<file path="config.mk">
export PLATFORM = sky130hd
export DESIGN_NAME = ple_ctrl
export DESIGN_NICKNAME = d
export VERILOG_FILES = /design/src/design/ple_pkg.sv /design/src/design/ple_ctrl.sv
export SDC_FILE = /design/constraint.sdc
export NUM_CORES = 1
export LEC_CHECK = 0
export ABC_AREA = 0
export BUFFER_PORTS_ARGS = -buffer_cell sky130_fd_sc_hd__buf_2
export CORE_AREA = 2 2 39 41
export CTS_CLUSTER_DIAMETER = 120
export DETAILED_ROUTE_END_ITERATION = 16
export DIE_AREA = 0 0 41 43
export HOLD_SLACK_MARGIN = 0.02
export PLACE_DENSITY_LB_ADDON = 0.12
export RECOVER_POWER = 25
export SLEW_MARGIN = 20
export SYNTH_ARGS = -nofsm -noshare
export SYNTH_HDL_FRONTEND = slang
export SYNTH_SLANG_ARGS = --single-unit
</file>
<file path="constraint.sdc">
create_clock -name aclk -period 1.6 [get_ports aclk]
set_input_delay 0.24 -clock aclk [delete_from_list [all_inputs] [get_ports aclk]]
set_output_delay 0.24 -clock aclk [all_outputs]
set_load 0.05 [all_outputs]
</file>
<file path="src/design/ple_pkg.sv">
// Shared types and constants for the positional list engine.
package ple_pkg;

    localparam int CAPACITY = 64;
    localparam int CNT_W    = $clog2(CAPACITY + 1);
    localparam int IDX_W    = $clog2(CAPACITY);
    localparam int POS_W    = 7;
    localparam int VAL_W    = 32;
    localparam int LEN_W    = 7;
    localparam int CMP_W    = ((CNT_W > POS_W) ? CNT_W : POS_W) + 1;
    localparam int S_DATA_W = 48;
    localparam int M_DATA_W = 16;

    typedef enum logic [2:0] {
        CMD_INS_FRONT = 3'd0,
        CMD_INS_END   = 3'd1,
        CMD_INS_AT    = 3'd2,
        CMD_DEL_FRONT = 3'd3,
        CMD_DEL_LAST  = 3'd4,
        CMD_DEL_AT    = 3'd5,
        CMD_SEARCH    = 3'd6,
        CMD_NONE      = 3'd7
    } cmd_t;

    typedef enum logic [1:0] {
        STAT_OK      = 2'd0,
        STAT_INVALID = 2'd1,
        STAT_FULL    = 2'd2,
        STAT_EMPTY   = 2'd3
    } status_t;

    typedef enum logic [1:0] {
        S_IDLE,
        S_EXEC,
        S_SRCH,
        S_DONE
    } state_t;

    typedef struct packed {
        logic load;
        logic exec;
        logic reduce;
    } ple_ctrl_t;

    typedef struct packed {
        logic search;
    } ple_stat_t;

endpackage

</file>
<file path="src/design/ple_ctrl.sv">
// Controller state machine: sequences request capture, execution, search and response.
module ple_ctrl (
    input  logic              aclk,
    input  logic              aresetn,
    input  logic              s_tvalid,
    output logic              s_tready,
    output logic              m_tvalid,
    input  logic              m_tready,
    input  ple_pkg::ple_stat_t stat,
    output ple_pkg::ple_ctrl_t ctrl
);
    import ple_pkg::*;

    state_t state_reg;
    state_t state_next;

    always_ff @(posedge aclk) begin
        if (!aresetn) begin
            state_reg <= S_IDLE;
        end else begin
            state_reg <= state_next;
        end
    end

    always_comb begin
        state_next  = state_reg;
        s_tready    = 1'b0;
        m_tvalid    = 1'b0;
        ctrl        = '0;
        unique case (state_reg)
            S_IDLE: begin
                s_tready  = 1'b1;
                ctrl.load = s_tvalid;
                if (s_tvalid) begin
                    state_next = S_EXEC;
                end
            end
            S_EXEC: begin
                ctrl.exec  = 1'b1;
                state_next = stat.search ? S_SRCH : S_DONE;
            end
            S_SRCH: begin
                ctrl.reduce = 1'b1;
                state_next  = S_DONE;
            end
            S_DONE: begin
                m_tvalid = 1'b1;
                if (m_tready) begin
                    state_next = S_IDLE;
                end
            end
            default: state_next = S_IDLE;
        endcase
    end

endmodule

</file>
==> flow_metrics.py, run 1 <==
metrics = {
    "setup_path": {
        "cp_max_fo": 5,
        "cp_num_buf_inv": 2,
        "rr_startpoint": "state_reg[0]$_SDFFE_PN0P_",
        "critPathMaxStageDelay_ps": 350,
        "worst_ep_required_time_ps": 1360,
        "cpLargestDelayFamily": "flip-flops",
        "arrival_ps": 1250,
        "critPathKind": "reg2out",
        "reg2regPathDepth": 5,
        "reg2reg_setup_slack_ps": 220,
        "crit_chain": "inv_1 > ha_2 > and2_2 > clkbuf_4",
        "cp_slowest_cell": "dfxtp_1",
        "crit_path_start_kind": "flop",
        "critPathCaptureType": "output port",
        "r2r_end": "state_reg[0]$_SDFFE_PN0P_",
    },
    "timing": {
        "tightest_slew_ps": 264,
        "fmax_mhz": 670,
        "setup_viol": 0,
        "finalMaxSlewViolations": 0,
        "fin_crit_sh_pct": 93.3,
        "rsz0062_at_grt": "false",
        "hold_viol": 0,
        "clock_skew_ps": 0.796,
        "holdWs_ps": 269,
        "period_needed_ps": 1490,
        "setup_tns_ps": 0,
        "max_slew_margin_pct": 82.2,
    },
    "cells_and_area": {
        "largest_reg_flops": 2,
        "fin_nets": 42,
        "drive_gt1_share_pct": 48.4,
        "diodes": 0,
        "syn_to_final_growth_pct": 56.7,
    },
    "synthesis": {
        "yosys.area.top_type": "ha_1",
        "synth_enable_flop_cells": 0,
        "synth_cell_types": 12,
        "ys_ff_latch": 2,
        "syn_inst": 19,
        "synthFlopType": "dfxtp_1",
        "ys_seq_area_share_pct": 23.9,
        "avgSynthCellArea_um2": 8.82,
        "synth_top_area_share_pct": 29.9,
        "yosysWarnings": 0,
        "synthTopCellsByCount": "ha_1 (4), nor2b_1 (3), dfxtp_1 (2), inv_1 (2)",
        "synth_nets": 28,
        "synth.most_common_cell": "ha_1",
        "synth.cell_area_um2": 168,
        "synth_area_leaders": "ha_1 (30%), dfxtp_1 (24%), nor2b_1 (11%), o41ai_1 (5.2%), or3b_1 (5.2%)",
        "async_flop_share_pct": 0,
    },
    "cts": {
        "numCtsBuffers": 3,
        "root_buffer": "clkbuf_4",
        "clk_latency_ps": 220,
        "cts_htree_levels": 1,
        "clk_pin_slew_ps": 30,
        "postCtsHoldBufs": 0,
        "cts_tree": "yes",
        "clock_path_buffers": 2,
        "clock-sinks": 2,
        "post_cts_buffers": 0,
    },
    "global_route": {
        "grt_pass1_vias": 172,
        "grt_use_total_pct": 5.61,
        "grt_pass1_wl_um": 600,
        "grt_overflow": 0,
        "grt_antenna_before_repair": 0,
        "grt_max_degree": 6,
    },
    "placed_design": {
        "place_congestion": 0.667,
        "port_buffers": 9,
        "dp_hpwl_um": 298,
    },
    "worst_hold_path": {
        "hold_class": "in2reg",
        "hp-start": "aresetn",
        "worstHoldPathCells": 3,
        "holdPathEnd": "state_reg[0]$_SDFFE_PN0P_",
    },
    "status": {
        "outcome": "finished, final reports clean",
    },
    "route": {
        "avgViaCountPerCell": 3.45,
        "via_count": 162,
        "routed_wl_um": 391,
        "first_pass_iters": 2,
        "drc": 0,
        "post_drt_wl_per_cell_um": 8.32,
        "drtIter0Drc": 5,
        "route.antenna.remaining_nets": 0,
    },
    "floorplan": {
        "num_rows": 14,
        "die-height_um": 43,
        "dieArea_um2": 1760,
        "core-area_um2": 1380,
        "dieWidth_um": 41,
        "start_util_pct": 12.1,
        "top_level_ports": 10,
    },
    "job": {
        "max-cap-violations": 0,
    },
}
-- worst max-delay path by stage --
stage | cells after the start | endpoint | slack [ps] | start
2_1_floorplan | 3 | ctrl[2] | 20 | state_reg[0]$_SDFFE_PN0P_
3_3_place_gp | 5 | state_reg[0]$_SDFFE_PN0P_ | 130 | state_reg[1]$_SDFFE_PN0P_
3_5_place_dp | 5 | state_reg[0]$_SDFFE_PN0P_ | 150 | state_reg[1]$_SDFFE_PN0P_
4_1_cts | 4 | ctrl[2] | 30 | state_reg[1]$_SDFFE_PN0P_
5_1_grt | 4 | ctrl[2] | 40 | state_reg[0]$_SDFFE_PN0P_
6_report | 4 | ctrl[2] | 110 | state_reg[0]$_SDFFE_PN0P_
-- layer usage --
| layer | up-vias | wire, um | track usage (%) | share of wire, % |
|---|---|---|---|---|
| met4 | 0 | 0 | 8.00 | 0 |
| met1 | 68 | 163 | 5.75 | 42 |
| met2 | 4 | 202 | 7.19 | 52 |
| met5 | - | 0 | 0 | 0 |
| li1 | 90 | - | - | - |
| met3 | 0 | 25 | 1.57 | 6.4 |
-- through the flow --
step / instances / util (%) / setup WS [ps] / cell area, um2
after floorplan: 19 / - / 19.8 / 169
after global placement: 44 / 16.9 / 129 / 234
after detailed placement: 44 / 16.9 / 154 / 234
after CTS: 47 / 18.5 / 28.8 / 256
after global routing: 47 / 19.0 / 43.9 / 263
final: 47 / 19.0 / 107 / 263
-- final cells by class --
class	instances	area (um2)
timing repair buffer	9	47.5
fill	162	1120
multi-input combinational	15	124
sequential	2	41.3
tap	16	20.0
inverter	2	7.51
clock buffer	3	22.5
-- cell families (layout without fill, tap and decap cells) --
family,count (synthesis),in the layout,share of synthesized area (%)
AND/OR/NAND/NOR,7,7,26.1
AO/OA/AOI/OAI,4,4,15.7
flip-flops,2,2,23.9
buffers and inverters,2,14,4.48
adder cells (fa/ha/maj),4,4,29.9
-- worst register-to-register path, cell delays in order, from the launching register on --
cell,delay (ps)
dfxtp_1,350
inv_1,100
ha_2,220
nor2b_1,150
or3_1,340
a21oi_1,150
-- cells in the final DEF (no fill, tap or decap), drive strengths merged --
cell,Yosys,routed
ha,4,4
and2,1,1
buf,0,7
inv,2,2
or3b,1,1
o41ai,1,1
o21ai,1,1
or3,1,1
a21oi,1,1
nor2,1,1
a21boi,1,1
nor2b,3,3
clkbuf,0,5
dfxtp,2,2
-- timing repair --
| item | CTS | global route |
|---|---|---|
| endpoints found under the hold margin | 0 | 0 |
| gates resized for setup | 0 | 3 |
| endpoints found under the setup margin | 0 | 1 |
Power of run 1 is left out: the tool's default activity adds up to more than one toggle a clock period on the data nets, which glitch-free logic cannot reach.
==> run 2: changes to the inputs <==
==> constraint.sdc (replaced) <==
create_clock -name aclk -period 1.4 [get_ports aclk]
set_input_delay 0.21 -clock aclk [delete_from_list [all_inputs] [get_ports aclk]]
set_output_delay 0.21 -clock aclk [all_outputs]
set_load 0.05 [all_outputs]
==> run 2 against run 1 <==
Effect of this change: core utilization up 7.1 points; via count up 17%; critical path depth up 1; design area up 37%; worst hold slack worse by 43 ps; clock skew about the same; largest cell class unchanged.
==> flow_metrics.py, run 2 (synthesized netlist as in run 1, its figures left out) <==
metrics = {
    "cts": {
        "root_buffer": "clkbuf_4",
        "numCtsBuffers": 3,
        "clock_path_buffers": 2,
        "postCtsHoldBufs": 0,
        "clk_latency_ps": 220,
        "clk_pin_slew_ps": 30,
        "cts_tree": "yes",
        "cts_htree_levels": 1,
        "clock-sinks": 2,
    },
    "placed_design": {
        "place_area_um2": 282,
        "dp.cells": 48,
        "place_congestion": 0.600,
        "port_buffers": 9,
        "dp_slack_ps": 39.2,
        "dp_hpwl_um": 366,
    },
    "setup_path": {
        "reg2regPathDepth": 5,
        "crit_path_start_kind": "flop",
        "critPathCaptureType": "output port",
        "arrival_ps": 1150,
        "critPathKind": "reg2out",
        "worst_ep_required_time_ps": 1190,
        "cp_max_fo": 3,
    },
    "floorplan": {
        "top_level_ports": 10,
        "dieWidth_um": 41,
        "dieArea_um2": 1760,
        "start_util_pct": 12.1,
        "num_rows": 14,
        "die-height_um": 43,
        "core-area_um2": 1380,
    },
    "cells_and_area": {
        "syn_to_final_growth_pct": 115,
        "num-fill-cells": 161,
        "largest_reg_flops": 2,
        "fin_area_um2": 360,
        "area.sequential_um2": 45.0,
        "drive_gt1_share_pct": 75.7,
        "final_common_cell": "buf_2",
        "fin_cells": 53,
        "mostFrequentLayoutCells": "buf_2 (8), buf_4 (6), clkbuf_4 (3)",
        "diodes": 0,
        "fin_nets": 48,
        "multi_input_area_um2": 165,
    },
    "global_route": {
        "grt_pass1_wl_um": 883,
        "grt_pass1_vias": 222,
        "grt_max_degree": 5,
        "grt_overflow": 0,
        "grt_antenna_before_repair": 0,
        "grt_use_total_pct": 8.21,
    },
    "route": {
        "drtIter0Drc": 0,
        "route.antenna.remaining_nets": 0,
        "via_count": 190,
        "routed_wl_um": 536,
        "avgViaCountPerCell": 3.58,
        "first_pass_iters": 1,
        "drc": 0,
        "post_drt_wl_per_cell_um": 10.1,
    },
    "timing": {
        "tightest_slew_ps": 249,
        "period_needed_ps": 1360,
        "hold_viol": 0,
        "finalMaxSlewViolations": 0,
        "fin_crit_sh_pct": 97.0,
        "setup_tns_ps": 0,
        "setup_viol": 0,
        "fmax_mhz": 736,
        "max_slew_margin_pct": 83.2,
        "rsz0062_at_grt": "true",
        "clock_skew_ps": 0.739,
        "setup_slack_ps": 41.5,
    },
    "job": {
        "max-cap-violations": 0,
    },
    "worst_hold_path": {
        "hold_class": "in2reg",
        "worstHoldPathCells": 3,
    },
    "status": {
        "outcome": "finished, final reports clean",
    },
}
==> run 2: layer usage <==
| layer | up-vias | GRT usage [%] | part of all wire, % |
|---|---|---|---|
| li1 | 100 | - | - |
| met1 | 84 | 6.69 | 32 |
| met2 | 6 | 13.4 | 60 |
| met3 | 0 | 1.57 | 7.5 |
| met4 | 0 | 10.0 | 0 |
| met5 | - | 0 | 0 |
==> run 2: path summary, 6_finish.rpt <==
path,slack (ps),endpoint,from
worst min-delay path,230,state_reg[0]$_SDFFE_PN0P_,aresetn
worst max-delay path,40,ctrl[2],state_reg[1]$_SDFFE_PN0P_
worst max register to register,50,state_reg[0]$_SDFFE_PN0P_,state_reg[1]$_SDFFE_PN0P_
worst min register to register,610,state_reg[0]$_SDFFE_PN0P_,state_reg[0]$_SDFFE_PN0P_
==> run 2: final cells by class <==
class / instances / area share (%)
multi-input cells: 15 / 45.8
repair buffers: 15 / 27.8
flip-flops and latches: 2 / 12.5
clock buffers: 3 / 6.25
well taps: 16 / 5.56
inverters: 2 / 2.08
==> run 2: timing repair <==
| item | 4_1_cts | 5_1_grt |
|---|---|---|
| resized for setup | 9 | 4 |
| setup buffers | 2 | 0 |
| pin swaps | 0 | 2 |
| endpoints found under the setup margin | 3 | 2 |
==> run 2: critical path: stages, from the launching register on <==
cell	delay, ps
dfxtp_4	330
inv_2	50
ha_4	150
buf_4	120
and2_4	130
buf_8	140
==> run 2: through the flow <==
stage               util, %  hold WS [ps]
floorplan                 -           333
global placement       20.3           471
detailed placement     20.3           470
CTS                    24.2           222
global route           26.0           236
finish                 26.0           226
Power of run 2 is left out for the same reason.
==> run 3: changes to the inputs <==
--- a/config.mk
+++ b/config.mk
@@ -12,7 +12,6 @@
 export DETAILED_ROUTE_END_ITERATION = 16
 export DIE_AREA = 0 0 41 43
 export HOLD_SLACK_MARGIN = 0.02
-export PLACE_DENSITY_LB_ADDON = 0.12
 export RECOVER_POWER = 25
 export SLEW_MARGIN = 20
 export SYNTH_ARGS = -nofsm -noshare
==> run 3 against run 2 <==
Effect of this change: core utilization shrank 4.1 points; die area unchanged; fmax grew 2.0%; global-route usage decreased by 2.0 points; register-to-register slack improved by 70 ps; first-iteration DRC count unchanged; routed wire length fell by 26%; worst hold slack better by 19 ps; sequential share of layout area grew 1.5 points; setup slack gained 27 ps; largest cell class unchanged.
==> flow_metrics.py, run 3 (synthesized netlist as in run 1, its figures left out) <==
metrics = {
    "status": {
        "outcome": "finished, final reports clean",
    },
    "cts": {
        "clk_latency_ps": 230,
        "cts_tree": "yes",
        "numCtsBuffers": 3,
        "clk_pin_slew_ps": 30,
        "cts_htree_levels": 1,
        "clock_path_buffers": 2,
        "postCtsHoldBufs": 0,
        "clock-sinks": 2,
        "root_buffer": "clkbuf_4",
        "post_cts_buffers": 0,
    },
    "setup_path": {
        "cp_max_fo": 3,
        "cpLargestDelayFamily": "buffers and inverters",
        "rr_startpoint": "state_reg[0]$_SDFFE_PN0P_",
        "worstSetupPathDepth": 4,
        "worst_ep_required_time_ps": 1190,
        "cp_num_buf_inv": 3,
        "cp_slowest_cell": "dfxtp_2",
        "cp-startpoint": "state_reg[0]$_SDFFE_PN0P_",
        "critPathMaxStageDelay_ps": 330,
        "crit_chain": "inv_1 > buf_4 > ha_1 > buf_6",
        "arrival_ps": 1120,
        "critPathCaptureType": "output port",
        "crit_path_start_kind": "flop",
        "critPathKind": "reg2out",
        "reg2regPathDepth": 5,
    },
    "worst_hold_path": {
        "hold_class": "in2reg",
        "worstHoldPathCells": 3,
        "hp-start": "aresetn",
    },
    "placed_design": {
        "dp.cells": 46,
        "port_buffers": 9,
        "place_congestion": 0.582,
        "dp_slack_ps": 70.4,
    },
    "global_route": {
        "grt_overflow": 0,
        "grt_use_total_pct": 6.21,
        "grt_pass1_wl_um": 648,
        "grt_max_degree": 6,
        "grt_pass1_vias": 171,
        "grt_antenna_before_repair": 0,
    },
    "timing": {
        "setup_viol": 0,
        "setup_slack_ps": 68.1,
        "finalMaxSlewViolations": 0,
        "period_needed_ps": 1330,
        "clock_skew_ps": 3.76,
        "tightest_slew_ps": 285,
        "setup_tns_ps": 0,
        "fmax_mhz": 751,
        "max_slew_margin_pct": 80.7,
        "fin_crit_sh_pct": 95.1,
        "hold_viol": 0,
        "rsz0062_at_grt": "false",
    },
    "cells_and_area": {
        "largest_reg_flops": 2,
        "drive_gt1_share_pct": 63.6,
        "mostFrequentLayoutCells": "buf_2 (6), nor2b_1 (3), clkbuf_4 (3)",
        "num-fill-cells": 149,
        "syn_to_final_growth_pct": 81.3,
        "diodes": 0,
        "fin_cells": 49,
        "area.sequential_um2": 42.5,
        "fin_nets": 44,
        "final_common_cell": "buf_2",
        "multi_input_area_um2": 139,
    },
    "floorplan": {
        "start_util_pct": 12.1,
        "die-height_um": 43,
        "top_level_ports": 10,
        "dieWidth_um": 41,
        "num_rows": 14,
        "dieArea_um2": 1760,
        "core-area_um2": 1380,
    },
    "route": {
        "post_drt_wl_per_cell_um": 8.12,
        "first_pass_iters": 1,
        "via_count": 172,
        "route.antenna.remaining_nets": 0,
        "avgViaCountPerCell": 3.51,
        "routed_wl_um": 398,
        "drtIter0Drc": 0,
        "drc": 0,
    },
    "job": {
        "max-cap-violations": 0,
    },
}
-- run 3: cell count changes in the layout (fill, tap and decap cells not counted), sizes merged --
cell	previous run	this run
buf	15	10
clkbuf	3	4
-- run 3: metal layers --
| metal | up-vias | wire [um] | share of wire, % | GRT usage (%) |
|---|---|---|---|---|
| li1 | 94 | - | - | - |
| met1 | 71 | 161 | 40 | 6.69 |
| met2 | 7 | 199 | 50 | 7.19 |
| met3 | 0 | 38 | 9.5 | 3.14 |
| met4 | 0 | 0 | 0 | 8.00 |
| met5 | - | 0 | 0 | 0 |
-- run 3: through the flow --
step / util, % / cell area [um2] / hold WS [ps]
after global routing: 22.0 / 304 / 259
final: 22.0 / 304 / 244
after global placement: 19.3 / 267 / 476
after CTS: 21.5 / 298 / 251
after floorplan: - / 186 / 333
after detailed placement: 19.3 / 267 / 490
-- run 3: path summary, 6_finish.rpt --
| check | to | slack, ps |
|---|---|---|
| max | ctrl[0] | 70 |
| min | state_reg[0]$_SDFFE_PN0P_ | 240 |
| min reg2reg | state_reg[1]$_SDFFE_PN0P_ | 640 |
| max reg2reg | state_reg[0]$_SDFFE_PN0P_ | 120 |
-- run 3: area by class of cell --
cell class                      count  share of cell area (%)
Sequential cell                     2                    14.0
Clock buffer                        3                    7.41
Inverter                            2                    2.47
Timing Repair Buffer               11                    23.9
Tap cell                           16                    6.58
Multi-Input combinational cell     15                    45.7
-- run 3: tightest hold or removal path, cell delays in order --
cell     delay (ps)
buf_2           110
o41ai_1          60
a21oi_1          40
-- run 3: repair_timing --
item / in CTS / in global routing
setup endpoints to repair: 2 / 3
pin swaps: 0 / 0
hold endpoints to repair: 0 / 0
resized for setup: 4 / 3
Power of run 3 is left out for the same reason.
